[config.mk]
export PLATFORM = sky130hd
export DESIGN_NAME = sample_phase_sweep_search
export DESIGN_NICKNAME = d
export VERILOG_FILES = /design/src/rtl/ssps_pkg.sv /design/src/rtl/sample_phase_sweep_search.sv /design/src/rtl/ssps_front.sv /design/src/rtl/ssps_queue.sv /design/src/rtl/ssps_back.sv
export VERILOG_INCLUDE_DIRS = /design/src /design/src/rtl
export SDC_FILE = /design/constraint.sdc
export NUM_CORES = 1
export LEC_CHECK = 0
export ABC_AREA = 1
export BUFFER_PORTS_ARGS = -buffer_cell sky130_fd_sc_hd__buf_4
export CAP_MARGIN = 40
export CORE_UTILIZATION = 54
export DETAILED_ROUTE_END_ITERATION = 10
export PLACE_DENSITY = 0.77
export SYNTH_ARGS = -nofsm -noshare
export SYNTH_HDL_FRONTEND = slang
export SYNTH_SLANG_ARGS = --single-unit
[constraint.sdc]
create_clock -name clk_i -period 4.6 [get_ports clk_i]
set_input_delay 0.92 -clock clk_i [delete_from_list [all_inputs] [get_ports clk_i]]
set_output_delay 0.92 -clock clk_i [all_outputs]
set_load 0.03 [all_outputs]
[src/rtl/sample_phase_sweep_search_defines.svh]
// assertion macros for the phase sweep search block
`ifndef SAMPLE_PHASE_SWEEP_SEARCH_DEFINES_SVH
`define SAMPLE_PHASE_SWEEP_SEARCH_DEFINES_SVH

// property that holds in the same cycle, checked outside reset
`define SSPS_ASSERT_NOW(label, clk, rst_n, prop) \
  label: assert property (@(posedge clk) disable iff (!rst_n) (prop)) \
    else $error("ssps assertion failed");

// implication whose consequent is checked in the next cycle
`define SSPS_ASSERT_NEXT(label, clk, rst_n, ante, cons) \
  label: assert property (@(posedge clk) disable iff (!rst_n) (ante) |=> (cons)) \
    else $error("ssps assertion failed");

`endif

[src/rtl/ssps_pkg.sv]
// types, constants and helpers shared by the phase sweep search modules
package ssps_pkg;

  localparam int unsigned PhaseW  = 5;
  localparam int unsigned StepW   = 6;
  localparam int unsigned SampleW = 5;
  localparam int unsigned BadW    = 5;
  localparam int unsigned ScoreW  = 6;
  localparam int unsigned LineW   = 16;
  localparam int unsigned ExpW    = 12;
  localparam int unsigned OvsW    = 3;
  localparam int unsigned CfgIdxW = 2;

  localparam logic [PhaseW-1:0] MidField   = 5'd16;
  localparam logic [PhaseW-1:0] HalfSample = 5'd16;
  localparam logic [StepW-1:0]  GoodEnough = 6'd17;
  localparam logic [ScoreW-1:0] ScoreMax   = 6'd63;
  localparam logic [OvsW-1:0]   OvsHalf    = 3'd4;

  localparam logic CmdStart   = 1'b0;
  localparam logic CmdMeasure = 1'b1;
  localparam logic KindStep   = 1'b0;
  localparam logic KindFinal  = 1'b1;

  typedef enum logic [CfgIdxW-1:0] {
    CFG_EXPECTED    = 2'd0,
    CFG_OVERSAMPLE  = 2'd1,
    CFG_SWEEP_EN    = 2'd2,
    CFG_HALF_AT_TWO = 2'd3
  } cfg_idx_e;

  typedef struct packed {
    logic             cmd;
    logic [LineW-1:0] line_count;
  } in_word_t;

  typedef struct packed {
    logic              kind;
    logic [PhaseW-1:0] sync_phase;
    logic [PhaseW-1:0] adc_phase;
    logic              success;
  } out_word_t;

  typedef struct packed {
    logic [ExpW-1:0] expected_line_count;
    logic [OvsW-1:0] oversample_ratio;
    logic            sweep_enable;
    logic            half_sample_at_two;
  } cfg_t;

  // classified word as it sits in the queue
  typedef struct packed {
    logic is_start;
    logic bad;
  } cls_t;

  typedef struct packed {
    logic push;
    cls_t entry;
  } q_wr_t;

  typedef struct packed {
    logic valid;
    cls_t entry;
  } q_rd_t;

  typedef struct packed {
    logic             busy;
    logic             emit;
    logic             emit_final;
    logic [StepW-1:0] step_count;
  } back_st_t;

  function automatic logic [PhaseW-1:0] half_sample(input logic [PhaseW-1:0] p);
    return p + HalfSample;
  endfunction

endpackage

[src/rtl/sample_phase_sweep_search.sv]
// phase sweep search: one word per cycle while the output is not stalled; a result
// passes the queue and the result register. a word is classified at the input, held in a
// two-entry queue and handled by the back part; the result register parts the output side.
// throughput is one word per cycle while the output is not stalled.
// reset (async, active low) clears config, queue and sweep state to their
// reset values at once; no clearing pass.
`include "sample_phase_sweep_search_defines.svh"

module sample_phase_sweep_search #(
  parameter int unsigned SWEEP_STEPS       = 34,
  parameter int unsigned SAMPLES_PER_PHASE = 20
) (
  input  logic                           clk_i,
  input  logic                           rst_ni,
  input  logic                           in_valid_i,
  output logic                           in_stall_o,
  input  ssps_pkg::in_word_t             in_word_i,
  output logic                           out_valid_o,
  input  logic                           out_stall_i,
  output ssps_pkg::out_word_t            out_word_o,
  input  logic                           cfg_valid_i,
  output logic                           cfg_ready_o,
  input  logic [ssps_pkg::CfgIdxW-1:0]   cfg_index_i,
  input  logic [ssps_pkg::ExpW-1:0]      cfg_data_i
);

  localparam logic [ssps_pkg::StepW-1:0] SweepLast = ssps_pkg::StepW'(SWEEP_STEPS);

  ssps_pkg::cfg_t     cfg_q, cfg_d;
  ssps_pkg::q_wr_t    q_wr;
  ssps_pkg::q_rd_t    q_rd;
  ssps_pkg::back_st_t bk_st;
  logic               q_full;
  logic               pop;

  assign cfg_ready_o = 1'b1;

  always_comb begin
    cfg_d = cfg_q;
    if (cfg_valid_i) begin
      unique case (ssps_pkg::cfg_idx_e'(cfg_index_i))
        ssps_pkg::CFG_EXPECTED:    cfg_d.expected_line_count = cfg_data_i;
        ssps_pkg::CFG_OVERSAMPLE:  cfg_d.oversample_ratio = cfg_data_i[ssps_pkg::OvsW-1:0];
        ssps_pkg::CFG_SWEEP_EN:    cfg_d.sweep_enable = cfg_data_i[0];
        ssps_pkg::CFG_HALF_AT_TWO: cfg_d.half_sample_at_two = cfg_data_i[0];
        default:                   cfg_d = cfg_q;
      endcase
    end
  end

  always_ff @(posedge clk_i or negedge rst_ni) begin
    if (!rst_ni) begin
      cfg_q.expected_line_count <= '0;
      cfg_q.oversample_ratio    <= 3'd1;
      cfg_q.sweep_enable        <= 1'b1;
      cfg_q.half_sample_at_two  <= 1'b0;
    end else begin
      cfg_q <= cfg_d;
    end
  end

  ssps_front u_front (
    .in_valid_i            (in_valid_i),
    .in_word_i             (in_word_i),
    .q_full_i              (q_full),
    .expected_line_count_i (cfg_q.expected_line_count),
    .in_stall_o            (in_stall_o),
    .q_wr_o                (q_wr)
  );

  ssps_queue u_queue (
    .clk_i  (clk_i),
    .rst_ni (rst_ni),
    .q_wr_i (q_wr),
    .pop_i  (pop),
    .q_rd_o (q_rd),
    .full_o (q_full)
  );

  ssps_back #(
    .SWEEP_STEPS       (SWEEP_STEPS),
    .SAMPLES_PER_PHASE (SAMPLES_PER_PHASE)
  ) u_back (
    .clk_i       (clk_i),
    .rst_ni      (rst_ni),
    .cfg_i       (cfg_q),
    .q_rd_i      (q_rd),
    .pop_o       (pop),
    .out_stall_i (out_stall_i),
    .out_valid_o (out_valid_o),
    .out_word_o  (out_word_o),
    .st_o        (bk_st)
  );

  // a final answer always ends the sweep
  `SSPS_ASSERT_NEXT(a_final_ends_sweep, clk_i, rst_ni, bk_st.emit_final, !bk_st.busy)
  // a step result leaves the sweep running
  `SSPS_ASSERT_NEXT(a_step_keeps_busy, clk_i, rst_ni, bk_st.emit && !bk_st.emit_final, bk_st.busy)
  // the step counter never reaches the sweep length while sweeping
  `SSPS_ASSERT_NOW(a_step_in_range, clk_i, rst_ni, !bk_st.busy || (bk_st.step_count < SweepLast))

endmodule

[src/rtl/ssps_front.sv]
// front part: accepts input words and classifies them for the back part
module ssps_front (
  input  logic                         in_valid_i,
  input  ssps_pkg::in_word_t           in_word_i,
  input  logic                         q_full_i,
  input  logic [ssps_pkg::ExpW-1:0]    expected_line_count_i,
  output logic                         in_stall_o,
  output ssps_pkg::q_wr_t              q_wr_o
);

  assign in_stall_o = q_full_i;

  always_comb begin
    q_wr_o.push           = in_valid_i && !q_full_i;
    q_wr_o.entry.is_start = (in_word_i.cmd == ssps_pkg::CmdStart);
    // counts above the register width can never match
    q_wr_o.entry.bad      = (in_word_i.line_count !=
                             {{(ssps_pkg::LineW - ssps_pkg::ExpW){1'b0}}, expected_line_count_i});
  end

endmodule

[src/rtl/ssps_queue.sv]
// two-entry queue between the front and back parts
module ssps_queue (
  input  logic            clk_i,
  input  logic            rst_ni,
  input  ssps_pkg::q_wr_t q_wr_i,
  input  logic            pop_i,
  output ssps_pkg::q_rd_t q_rd_o,
  output logic            full_o
);

  ssps_pkg::cls_t mem_q [2];
  logic           wr_ptr_q, wr_ptr_d;
  logic           rd_ptr_q, rd_ptr_d;
  logic [1:0]     count_q, count_d;
  logic           do_pop;

  assign do_pop = pop_i && (count_q != 2'd0);

  always_comb begin
    wr_ptr_d = wr_ptr_q;
    rd_ptr_d = rd_ptr_q;
    count_d  = count_q;
    if (q_wr_i.push) begin
      wr_ptr_d = ~wr_ptr_q;
    end
    if (do_pop) begin
      rd_ptr_d = ~rd_ptr_q;
    end
    case ({q_wr_i.push, do_pop})
      2'b10:   count_d = count_q + 2'd1;
      2'b01:   count_d = count_q - 2'd1;
      default: count_d = count_q;
    endcase
  end

  always_ff @(posedge clk_i or negedge rst_ni) begin
    if (!rst_ni) begin
      wr_ptr_q <= 1'b0;
      rd_ptr_q <= 1'b0;
      count_q  <= 2'd0;
    end else begin
      wr_ptr_q <= wr_ptr_d;
      rd_ptr_q <= rd_ptr_d;
      count_q  <= count_d;
    end
  end

  always_ff @(posedge clk_i) begin
    if (q_wr_i.push) begin
      mem_q[wr_ptr_q] <= q_wr_i.entry;
    end
  end

  assign q_rd_o.valid = (count_q != 2'd0);
  assign q_rd_o.entry = mem_q[rd_ptr_q];
  assign full_o       = (count_q == 2'd2);

endmodule

[src/rtl/ssps_back.sv]
// back part: runs the sweep state and drives the result register
module ssps_back #(
  parameter int unsigned SWEEP_STEPS       = 34,
  parameter int unsigned SAMPLES_PER_PHASE = 20
) (
  input  logic                clk_i,
  input  logic                rst_ni,
  input  ssps_pkg::cfg_t      cfg_i,
  input  ssps_pkg::q_rd_t     q_rd_i,
  output logic                pop_o,
  input  logic                out_stall_i,
  output logic                out_valid_o,
  output ssps_pkg::out_word_t out_word_o,
  output ssps_pkg::back_st_t  st_o
);

  localparam logic [ssps_pkg::StepW-1:0]   SweepLast = ssps_pkg::StepW'(SWEEP_STEPS);
  localparam logic [ssps_pkg::SampleW-1:0] SampleLast = ssps_pkg::SampleW'(SAMPLES_PER_PHASE);

  logic [ssps_pkg::PhaseW-1:0]  sync_q, sync_d;
  logic [ssps_pkg::PhaseW-1:0]  adc_q, adc_d;
  logic                         busy_q, busy_d;
  logic [ssps_pkg::StepW-1:0]   step_q, step_d;
  logic [ssps_pkg::SampleW-1:0] sample_q, sample_d;
  logic [ssps_pkg::BadW-1:0]    bad_now_q, bad_now_d;
  logic [ssps_pkg::BadW-1:0]    bad_prev_q, bad_prev_d;
  logic [ssps_pkg::BadW-1:0]    bad_prev2_q, bad_prev2_d;
  logic [ssps_pkg::ScoreW-1:0]  worst_score_q, worst_score_d;
  logic [ssps_pkg::PhaseW-1:0]  worst_phase_q, worst_phase_d;
  logic [ssps_pkg::StepW-1:0]   clean_q, clean_d;
  logic                         out_valid_q, out_valid_d;
  ssps_pkg::out_word_t          out_word_q, out_word_d;

  logic                         out_free;
  logic                         emit, emit_final, ok;
  logic [ssps_pkg::BadW-1:0]    bad_n;
  logic [ssps_pkg::SampleW-1:0] sample_n;
  logic [ssps_pkg::StepW-1:0]   step_n;
  logic [ssps_pkg::ScoreW:0]    win_sum;
  logic [ssps_pkg::ScoreW-1:0]  win;
  logic                         ovs_half;

  assign out_free = !out_valid_q || !out_stall_i;
  assign pop_o    = q_rd_i.valid && out_free;
  assign ovs_half = (cfg_i.oversample_ratio == ssps_pkg::OvsHalf);

  always_comb begin
    sync_d        = sync_q;
    adc_d         = adc_q;
    busy_d        = busy_q;
    step_d        = step_q;
    sample_d      = sample_q;
    bad_now_d     = bad_now_q;
    bad_prev_d    = bad_prev_q;
    bad_prev2_d   = bad_prev2_q;
    worst_score_d = worst_score_q;
    worst_phase_d = worst_phase_q;
    clean_d       = clean_q;
    emit          = 1'b0;
    emit_final    = 1'b0;
    ok            = 1'b0;
    bad_n         = bad_now_q + ssps_pkg::BadW'(q_rd_i.entry.bad);
    sample_n      = sample_q + 1'b1;
    step_n        = step_q + 1'b1;
    win_sum       = (ssps_pkg::ScoreW+1)'(bad_n) + (ssps_pkg::ScoreW+1)'(bad_prev_q)
                    + (ssps_pkg::ScoreW+1)'(bad_prev2_q);
    win           = (win_sum > (ssps_pkg::ScoreW+1)'(ssps_pkg::ScoreMax))
                    ? ssps_pkg::ScoreMax : win_sum[ssps_pkg::ScoreW-1:0];

    if (pop_o) begin
      if (q_rd_i.entry.is_start) begin
        if (!busy_q) begin
          if (!cfg_i.sweep_enable) begin
            sync_d     = ssps_pkg::MidField;
            adc_d      = ovs_half ? ssps_pkg::half_sample(ssps_pkg::MidField)
                                  : ssps_pkg::MidField;
            emit       = 1'b1;
            emit_final = 1'b1;
            ok         = 1'b1;
          end else begin
            busy_d        = 1'b1;
            step_d        = '0;
            bad_prev_d    = '0;
            bad_prev2_d   = '0;
            worst_score_d = '0;
            worst_phase_d = '0;
            clean_d       = '0;
            sync_d        = sync_q + 1'b1;
            bad_now_d     = '0;
            sample_d      = '0;
            emit          = 1'b1;
          end
        end
      end else if (busy_q) begin
        bad_now_d = bad_n;
        sample_d  = sample_n;
        if (sample_n >= SampleLast) begin
          // end of one phase step: score the three-step window
          if (win > worst_score_q) begin
            worst_score_d = win;
            worst_phase_d = sync_q - 1'b1;
          end
          if (bad_n == '0) begin
            clean_d = clean_q + 1'b1;
          end
          bad_prev2_d = bad_prev_q;
          bad_prev_d  = bad_n;
          step_d      = step_n;
          emit        = 1'b1;
          if (step_n < SweepLast) begin
            sync_d    = sync_q + 1'b1;
            bad_now_d = '0;
            sample_d  = '0;
          end else begin
            busy_d     = 1'b0;
            sample_d   = '0;
            emit_final = 1'b1;
            if (clean_d >= ssps_pkg::GoodEnough) begin
              ok = 1'b1;
              if (worst_score_d != '0) begin
                sync_d = ssps_pkg::half_sample(worst_phase_d);
                adc_d  = (ovs_half || cfg_i.half_sample_at_two)
                         ? ssps_pkg::half_sample(ssps_pkg::MidField) : ssps_pkg::MidField;
              end else begin
                sync_d = ssps_pkg::MidField;
                adc_d  = ovs_half ? ssps_pkg::half_sample(ssps_pkg::MidField)
                                  : ssps_pkg::MidField;
              end
            end
          end
        end
      end
    end

    out_valid_d = emit ? 1'b1 : (out_valid_q && out_stall_i);
    out_word_d  = out_word_q;
    if (emit) begin
      out_word_d.kind       = emit_final ? ssps_pkg::KindFinal : ssps_pkg::KindStep;
      out_word_d.sync_phase = sync_d;
      out_word_d.adc_phase  = adc_d;
      out_word_d.success    = ok;
    end
  end

  always_ff @(posedge clk_i or negedge rst_ni) begin
    if (!rst_ni) begin
      sync_q        <= ssps_pkg::MidField;
      adc_q         <= ssps_pkg::MidField;
      busy_q        <= 1'b0;
      step_q        <= '0;
      sample_q      <= '0;
      bad_now_q     <= '0;
      bad_prev_q    <= '0;
      bad_prev2_q   <= '0;
      worst_score_q <= '0;
      worst_phase_q <= '0;
      clean_q       <= '0;
      out_valid_q   <= 1'b0;
    end else begin
      sync_q        <= sync_d;
      adc_q         <= adc_d;
      busy_q        <= busy_d;
      step_q        <= step_d;
      sample_q      <= sample_d;
      bad_now_q     <= bad_now_d;
      bad_prev_q    <= bad_prev_d;
      bad_prev2_q   <= bad_prev2_d;
      worst_score_q <= worst_score_d;
      worst_phase_q <= worst_phase_d;
      clean_q       <= clean_d;
      out_valid_q   <= out_valid_d;
    end
  end

  always_ff @(posedge clk_i) begin
    out_word_q <= out_word_d;
  end

  assign out_valid_o = out_valid_q;
  assign out_word_o  = out_word_q;

  always_comb begin
    st_o.busy       = busy_q;
    st_o.emit       = emit;
    st_o.emit_final = emit_final;
    st_o.step_count = step_q;
  end

endmodule

==> results of run 1 <==
## cells by family (layout without fill, tap and decap cells)
kind of cell               Yosys count  after routing  synth area share
and+or+nand+nor                    257            257             0.213
DFF                                 92             92             0.444
buffers and inverters              107            223            0.0792
AOI/OAI and AO/OA                  116            116             0.120
xor gates and xnor gates            36             36            0.0587
adders and majority gates           28             28            0.0680
muxes                                8              8            0.0165
other                                1              1          0.000698
## cells in the mapped netlist (4+ instances only)
master    instances  share of area
o22ai_1          13          0.015
ha_1             26          0.061
nand4_1           8         0.0093
xor2_1           25          0.041
inv_1            87          0.061
dfstp_2           4          0.020
xnor2_1          11          0.018
dfrtp_1          72           0.34
edfxtp_1         16          0.089
o21ai_0          53          0.049
clkbuf_1          6         0.0042
nor2_1           43          0.030
buf_2             4         0.0037
nand2_2           4         0.0047
nand2_1         138          0.096
mux2_2            7          0.015
a21oi_1          25          0.023
nand3_1          47          0.044
o21ai_1           9         0.0084
## per-layer routing
metal	GRT usage	vias to the layer above	wire length, um	share of wire
met5	0	-	0	0
met4	0.115	0	330	0.025
met3	0.0462	26	615	0.047
met2	0.446	138	6690	0.51
met1	0.325	2328	5470	0.42
li1	-	2337	-	-
## flip-flops by register name, indices dropped and copies added, names as in the netlist
name                  count
u_queue.mem_q             4
u_back.bad_now_q          5
u_back.busy_q             1
u_queue.count_q           2
u_queue.rd_ptr_q          1
u_back.clean_q            6
u_back.out_word_o        12
u_back.out_valid_o        1
u_back.sample_q           5
u_back.bad_prev2_q        5
u_back.adc_q              5
u_back.bad_prev_q         5
u_back.worst_phase_q      5
u_back.worst_score_q      6
u_back.sync_q             5
u_back.step_q             6
cfg_q                    17
u_queue.wr_ptr_q          1
## timing repair
action                     CTS  global route
setup endpoints to repair   12            15
resized for setup           38            41
pin swaps                   22            27
buffers inserted            19             5
## path summary, 6_finish.rpt
path | start | endpoint | slack (ps) | depth (start not counted)
max | u_queue.rd_ptr_q | u_back.out_word_o[10] | -260 | 40
min | rst_ni | u_back.clean_q[1] | 450 | 1
max reg2reg | u_queue.rd_ptr_q | u_back.out_word_o[10] | -260 | 40
min reg2reg | u_back.adc_q[3] | u_back.adc_q[3] | 490 | 2
max in group asynchronous | rst_ni | u_back.adc_q[4] | 3530 | 2
min in group clk_i | u_back.adc_q[3] | u_back.adc_q[3] | 490 | 2
## cell type report
class | count | area (um2)
Tap cell | 133 | 166
Clock inverter | 7 | 120
Inverter | 93 | 352
Fill cell | 705 | 2750
Multi-Input combinational cell | 446 | 2910
Clock buffer | 9 | 124
Sequential cell | 92 | 2390
Timing Repair Buffer | 114 | 880
## critical path, delay by kind of cell (launching register included)
family / cells / cell delay [ps]
AOI/OAI and AO/OA: 2 / 410
adders and majority gates: 4 / 880
buffers and inverters: 11 / 1100
DFF: 1 / 390
and+or+nand+nor: 23 / 1920
## through the flow
step	cell area [um2]	instances	hold WS, ps
finish	6930	894	448
global route	6930	894	468
CTS	6740	889	448
detailed placement	6170	854	478
global placement	6140	853	471
floorplan	5390	645	447
==> flow_summary.toml, run 1 <==
[sta]
hold_violations = 0
min_period_ps = 4860
fin_crit_sh = 1.06
worst-slew-pin-transition_ps = 726
relSlewSlack = 0.514
finClkSkew_ps = 11.2
fmax_mhz = 206
tns_ps = -2040
slew_viol_final = 0
setup_ws_ps = -258
finalSetupViolCount = 12
rsz0062_at_grt = "true"

[synthesis]
synth_seq_cells = 92
synth.distinct_cells = 49
yosysWarnings = 0
synth_area_per_cell_um2 = 8.33
syn_inst = 645
ys_seq_area_frac = 0.444
synth_nets = 709
async_reset_ff_frac = 0.826
synth_edf_count = 16
synth_area_um2 = 5370
ys.flop_type = "dfrtp_1"

[critical_path]
critPathSlowestCell = "dfrtp_1"
crit_path_end_kind = "flip-flop"
required_ps = 4820
cp.arrival_ps = 5080
worst-setup-path-type = "reg2reg"
cp-start-kind = "flip-flop"
cp_common_cell = "nand2_1"
max_stage_delay_ps = 390
cp_max_fo = 7

[grt]
grtUsageTotal = 0.261
grt_pass1_wl_mm = 20.8
grt_antenna_before_repair = 0
grt_max_degree = 55
grt_pass1_vias = 4609
grt_overflow = 0

[cells_and_area]
final_cell_mix = "115 x nand2_1, 112 x buf_4, 83 x inv_1"
drive_gt1_frac = 0.292
layout_commonest_cell = "nand2_1"
n_antenna_cell = 0
final_util = 0.716
area_growth_pct = 29.1
nets = 820

[clock_network]
cts_buffers = 9
clk_transition_reported_paths_ps = 90
h-tree-depth = 3
holdBufCountCts = 0
cts_sinks = 92
clk_latency_ps = 360
root_buffer = "clkbuf_8"
tritoncts = "yes"
clockBufferDepth = 2

[floorplan]
core_area_um2 = 9680
die_w_um = 102
die_h_um = 102
rows = 36
start_util = 0.555
die-area_um2 = 10400
num_io_pins = 51

[placement]
io_buffers = 49
place_congestion = 0.916
hpwl_mm = 8.87
post-place-ws_ps = -392

[route]
drc = 0
drt_iter0_drc = 242
post_drt_wl_per_cell_um = 14.7
vias_per_cell = 5.40
dr.pass1.iters = 4
ant_nets = 0
drt_wl_total_mm = 13.1
vias = 4829

[status]
violations = "setup timing"
status = "finished, violations left"

[hold_path]
hp-class = "in2async"

[flow_run]
cap_violations = 0
Power of run 1 is left out: the tool's default activity adds up to more than one toggle a clock period on the data nets, which glitch-free logic cannot reach.
==> inputs of run 2 (changes only) <==
CORE_UTILIZATION = 55   (was 54)
PLACE_DENSITY = 0.75   (was 0.77)
clock period = 6 ns   (was 4.6 ns; I/O delays follow)
==> flow_summary.toml, run 2 (same netlist as run 1, synthesis figures left out) <==
[critical_path]
cp_common_cell = "nand2_1"
required_ps = 6190
r2r-end = "u_back.out_word_o[8]"
cp.arrival_ps = 5610
cp-start-kind = "flip-flop"
reg2regPathDepth = 40
worst-setup-path-type = "reg2reg"
critPathSlowestCell = "dfrtp_1"
ff2ff_setup_slack_ps = 580
cp_max_fo = 10
max_stage_delay_ps = 410
crit_path_end_kind = "flip-flop"
r2r_start = "u_queue.rd_ptr_q"

[sta]
finalSetupViolCount = 0
setup_ws_ps = 584
fin_crit_sh = 0.903
min_period_ps = 5420
worst-slew-pin-transition_ps = 731
hold_violations = 0
fmax_mhz = 185
slew_viol_final = 0
relSlewSlack = 0.512
rsz0062_at_grt = "false"
tns_ps = 0
finClkSkew_ps = 11.1
whs_ps = 492

[cells_and_area]
drive_gt1_frac = 0.144
final_cell_mix = "138 x nand2_1, 87 x inv_1, 72 x dfrtp_1"
area_growth_pct = 13.0
fillers = 805
multi_input_area_um2 = 2560
nets = 760
largest_register_ffs = 17
layout_commonest_cell = "nand2_1"
ff_latch_area_um2 = 2390
top_register = "cfg_q"
n_antenna_cell = 0
stdcell_area_um2 = 6070

[clock_network]
clockBufferDepth = 2
tritoncts = "yes"
cts_buffers = 9
clk_latency_ps = 370
clk_transition_reported_paths_ps = 100
cts_sinks = 92
root_buffer = "clkbuf_8"
h-tree-depth = 3

[route]
drt_iter0_drc = 259
vias = 4373
vias_per_cell = 5.27
drc = 0
ant_nets = 0
post_drt_wl_per_cell_um = 13.9
drt_wl_total_mm = 11.5
dr.pass1.iters = 5

[status]
status = "finished clean"

[floorplan]
core_area_um2 = 9370
die_h_um = 101
start_util = 0.573
rows = 35
die_w_um = 101
num_io_pins = 51
die-area_um2 = 10200

[grt]
grt_overflow = 0
grt_pass1_wl_mm = 20.0
grt_pass1_vias = 4417
grt_max_degree = 57
grt_antenna_before_repair = 0
grtUsageTotal = 0.251

[hold_path]
min_from = "cfg_q[0]"
min_to = "cfg_q[0]"
hp-class = "reg2reg"
hold_depth = 2

[placement]
place_congestion = 0.892
io_buffers = 49
hpwl_mm = 8.25
dpl_cell_area_um2 = 5870
post-place-ws_ps = 394

[flow_run]
cap_violations = 0
[run 2: area by class of cell]
cell class	count	area share
inverter	93	0.0581
tap	129	0.0266
clock inverter	6	0.00825
timing repair buffer	54	0.0701
multi-input combinational	446	0.422
sequential	92	0.393
clock buffer	10	0.0210
[run 2: how the worst max path moves through the flow]
stage                     startpoint                     to  slack, ps  cells past startpoint
floorplan           u_queue.rd_ptr_q  u_back.out_word_o[10]       1340                     41
global placement    u_queue.rd_ptr_q   u_back.out_word_o[7]        630                     40
detailed placement  u_queue.rd_ptr_q   u_back.out_word_o[8]        390                     40
CTS                 u_queue.rd_ptr_q   u_back.out_word_o[8]        370                     40
global route        u_queue.rd_ptr_q   u_back.out_word_o[8]         30                     37
finish              u_queue.rd_ptr_q   u_back.out_word_o[8]        580                     40
[run 2: repair_timing]
item	CTS	global route
endpoints found under the hold margin	0	0
setup buffers	0	1
setup endpoints to repair	0	11
resized for setup	0	2
hold buffers	0	0
[run 2: layer usage]
layer  track usage  vias up  wire length, um  share of wire
met2         0.424      101             5590           0.49
met3        0.0499       16              504          0.044
met5             0        -                0              0
met1         0.325     2038             5240           0.46
met4        0.0814        0              172          0.015
li1              -     2218                -              -
[run 2: worst max-delay path: cells and delay by family, from the launching register on]
kind / cells / cell delay, ps
XOR/XNOR: 1 / 150
adder cells (fa/ha/maj): 5 / 1440
buffers and inverters: 5 / 460
AND/OR/NAND/NOR: 26 / 2250
flip-flops: 1 / 410
AO/OA/AOI/OAI: 3 / 530
[run 2: through the flow]
step                std cells   util
CTS                       829  0.646
finish                    830  0.648
floorplan                 645      -
global placement          812  0.624
detailed placement        813  0.627
global route              830  0.648
Power of run 2 is left out for the same reason.
==> inputs of run 3 (changes only) <==
CORE_UTILIZATION = 54   (was 55)
PLACE_DENSITY = 0.77   (was 0.75)
clock period = 4.4 ns   (was 6 ns; I/O delays follow)
==> flow_summary.toml, run 3 (same netlist as run 1, synthesis figures left out) <==
[sta]
relSlewSlack = 0.502
hold_violations = 0
finalSetupViolCount = 12
min_period_ps = 4830
fin_crit_sh = 1.10
whs_ps = 388
rsz0062_at_grt = "true"
finClkSkew_ps = 7.27
worst-slew-pin-transition_ps = 747
fmax_mhz = 207
setup_ws_ps = -428
slew_viol_final = 0

[clock_network]
tritoncts = "yes"
root_buffer = "clkbuf_8"
clk_latency_ps = 380
cts_buffers = 9
clockBufferDepth = 2
h-tree-depth = 3
cts_sinks = 92
clk_transition_reported_paths_ps = 90

[grt]
grt_max_degree = 54
grtUsageTotal = 0.264
grt_antenna_before_repair = 0
grt_overflow = 0
grt_pass1_vias = 4685
grt_pass1_wl_mm = 21.0

[floorplan]
die_w_um = 102
die_h_um = 102
num_io_pins = 51
start_util = 0.555
die-area_um2 = 10400
rows = 36
core_area_um2 = 9680

[critical_path]
cp_common_cell = "nand2_2"
required_ps = 4520
worst-setup-path-type = "reg2reg"
cp_max_fo = 5
critPathSlowestCell = "dfrtp_1"
max_stage_delay_ps = 390
cp-start-kind = "flip-flop"
cp.arrival_ps = 4950
crit_path_end_kind = "flip-flop"

[route]
drt_wl_total_mm = 13.2
dr.pass1.iters = 4
vias = 4733
m1WireLength_mm = 5.52
post_drt_wl_per_cell_um = 15.0
drt_iter0_drc = 275
ant_nets = 0
wl_met3_um = 613
top_layer = "met4"
route.met2.wl_mm = 6.73
vias_per_cell = 5.35
drc = 0

[cells_and_area]
stdcell_area_um2 = 6850
final_util = 0.708
area_growth_pct = 27.6
final_cell_mix = "114 x nand2_1, 101 x buf_4, 85 x inv_1"
nets = 811
drive_gt1_frac = 0.286
n_antenna_cell = 0
layout_commonest_cell = "nand2_1"
top_register = "cfg_q"
largest_register_ffs = 17

[hold_path]
hp-class = "in2async"

[placement]
io_buffers = 49
dpl_cell_area_um2 = 6250
hpwl_mm = 8.97
place_congestion = 0.931

[flow_run]
cap_violations = 0

[status]
violations = "setup timing"
status = "finished, violations left"
run 3: timing repair:
| item | CTS | global route |
|---|---|---|
| hold buffers | 0 | 0 |
| pin swaps | 19 | 36 |
| endpoints found under the setup margin | 14 | 22 |
| resized for setup | 32 | 43 |
| cloned | 1 | 0 |
| buffers inserted | 4 | 10 |
run 3: layer usage:
metal  vias up  global-route usage
met5         -                   0
met3        34              0.0455
met1      2249               0.314
li1       2324                   -
met2       126               0.458
met4         0               0.137
run 3: worst paths after layout:
kind                                  startpoint  slack (ps)  cells past startpoint                    to
worst max-delay path            u_queue.rd_ptr_q        -430                     31  u_back.out_word_o[6]
worst min-delay path                      rst_ni         390                      1     u_back.clean_q[5]
worst max register to register  u_queue.rd_ptr_q        -430                     31  u_back.out_word_o[6]
worst min register to register   u_back.adc_q[0]         500                      2       u_back.adc_q[0]
max in group asynchronous                 rst_ni        3360                      2       u_back.adc_q[4]
min in group clk_i               u_back.adc_q[0]         500                      2       u_back.adc_q[0]
run 3: cell type report:
cell class	count	area, um2
Clock buffer	10	128
Clock inverter	6	88.8
Fill cell	692	2830
Inverter	93	352
Multi-Input combinational cell	446	2910
Sequential cell	92	2390
Tap cell	133	166
Timing Repair Buffer	105	820
run 3: critical path, delay by kind of cell, from the launching register on:
kind	cells	cell delay (ps)
buf+inv	5	390
xor+xnor	1	220
compound gates	5	770
simple gates	15	1380
flops	1	390
fa+ha+maj	5	1430
run 3: through the flow:
step,cells,setup TNS (ps),setup slack (ps)
finish,885,-4130,-428
detailed placement,856,-3810,-424
global route,885,-7880,-713
CTS,877,-1750,-242
floorplan,645,-158,-43.5
global placement,855,-2000,-271
Power of run 3 is left out for the same reason.
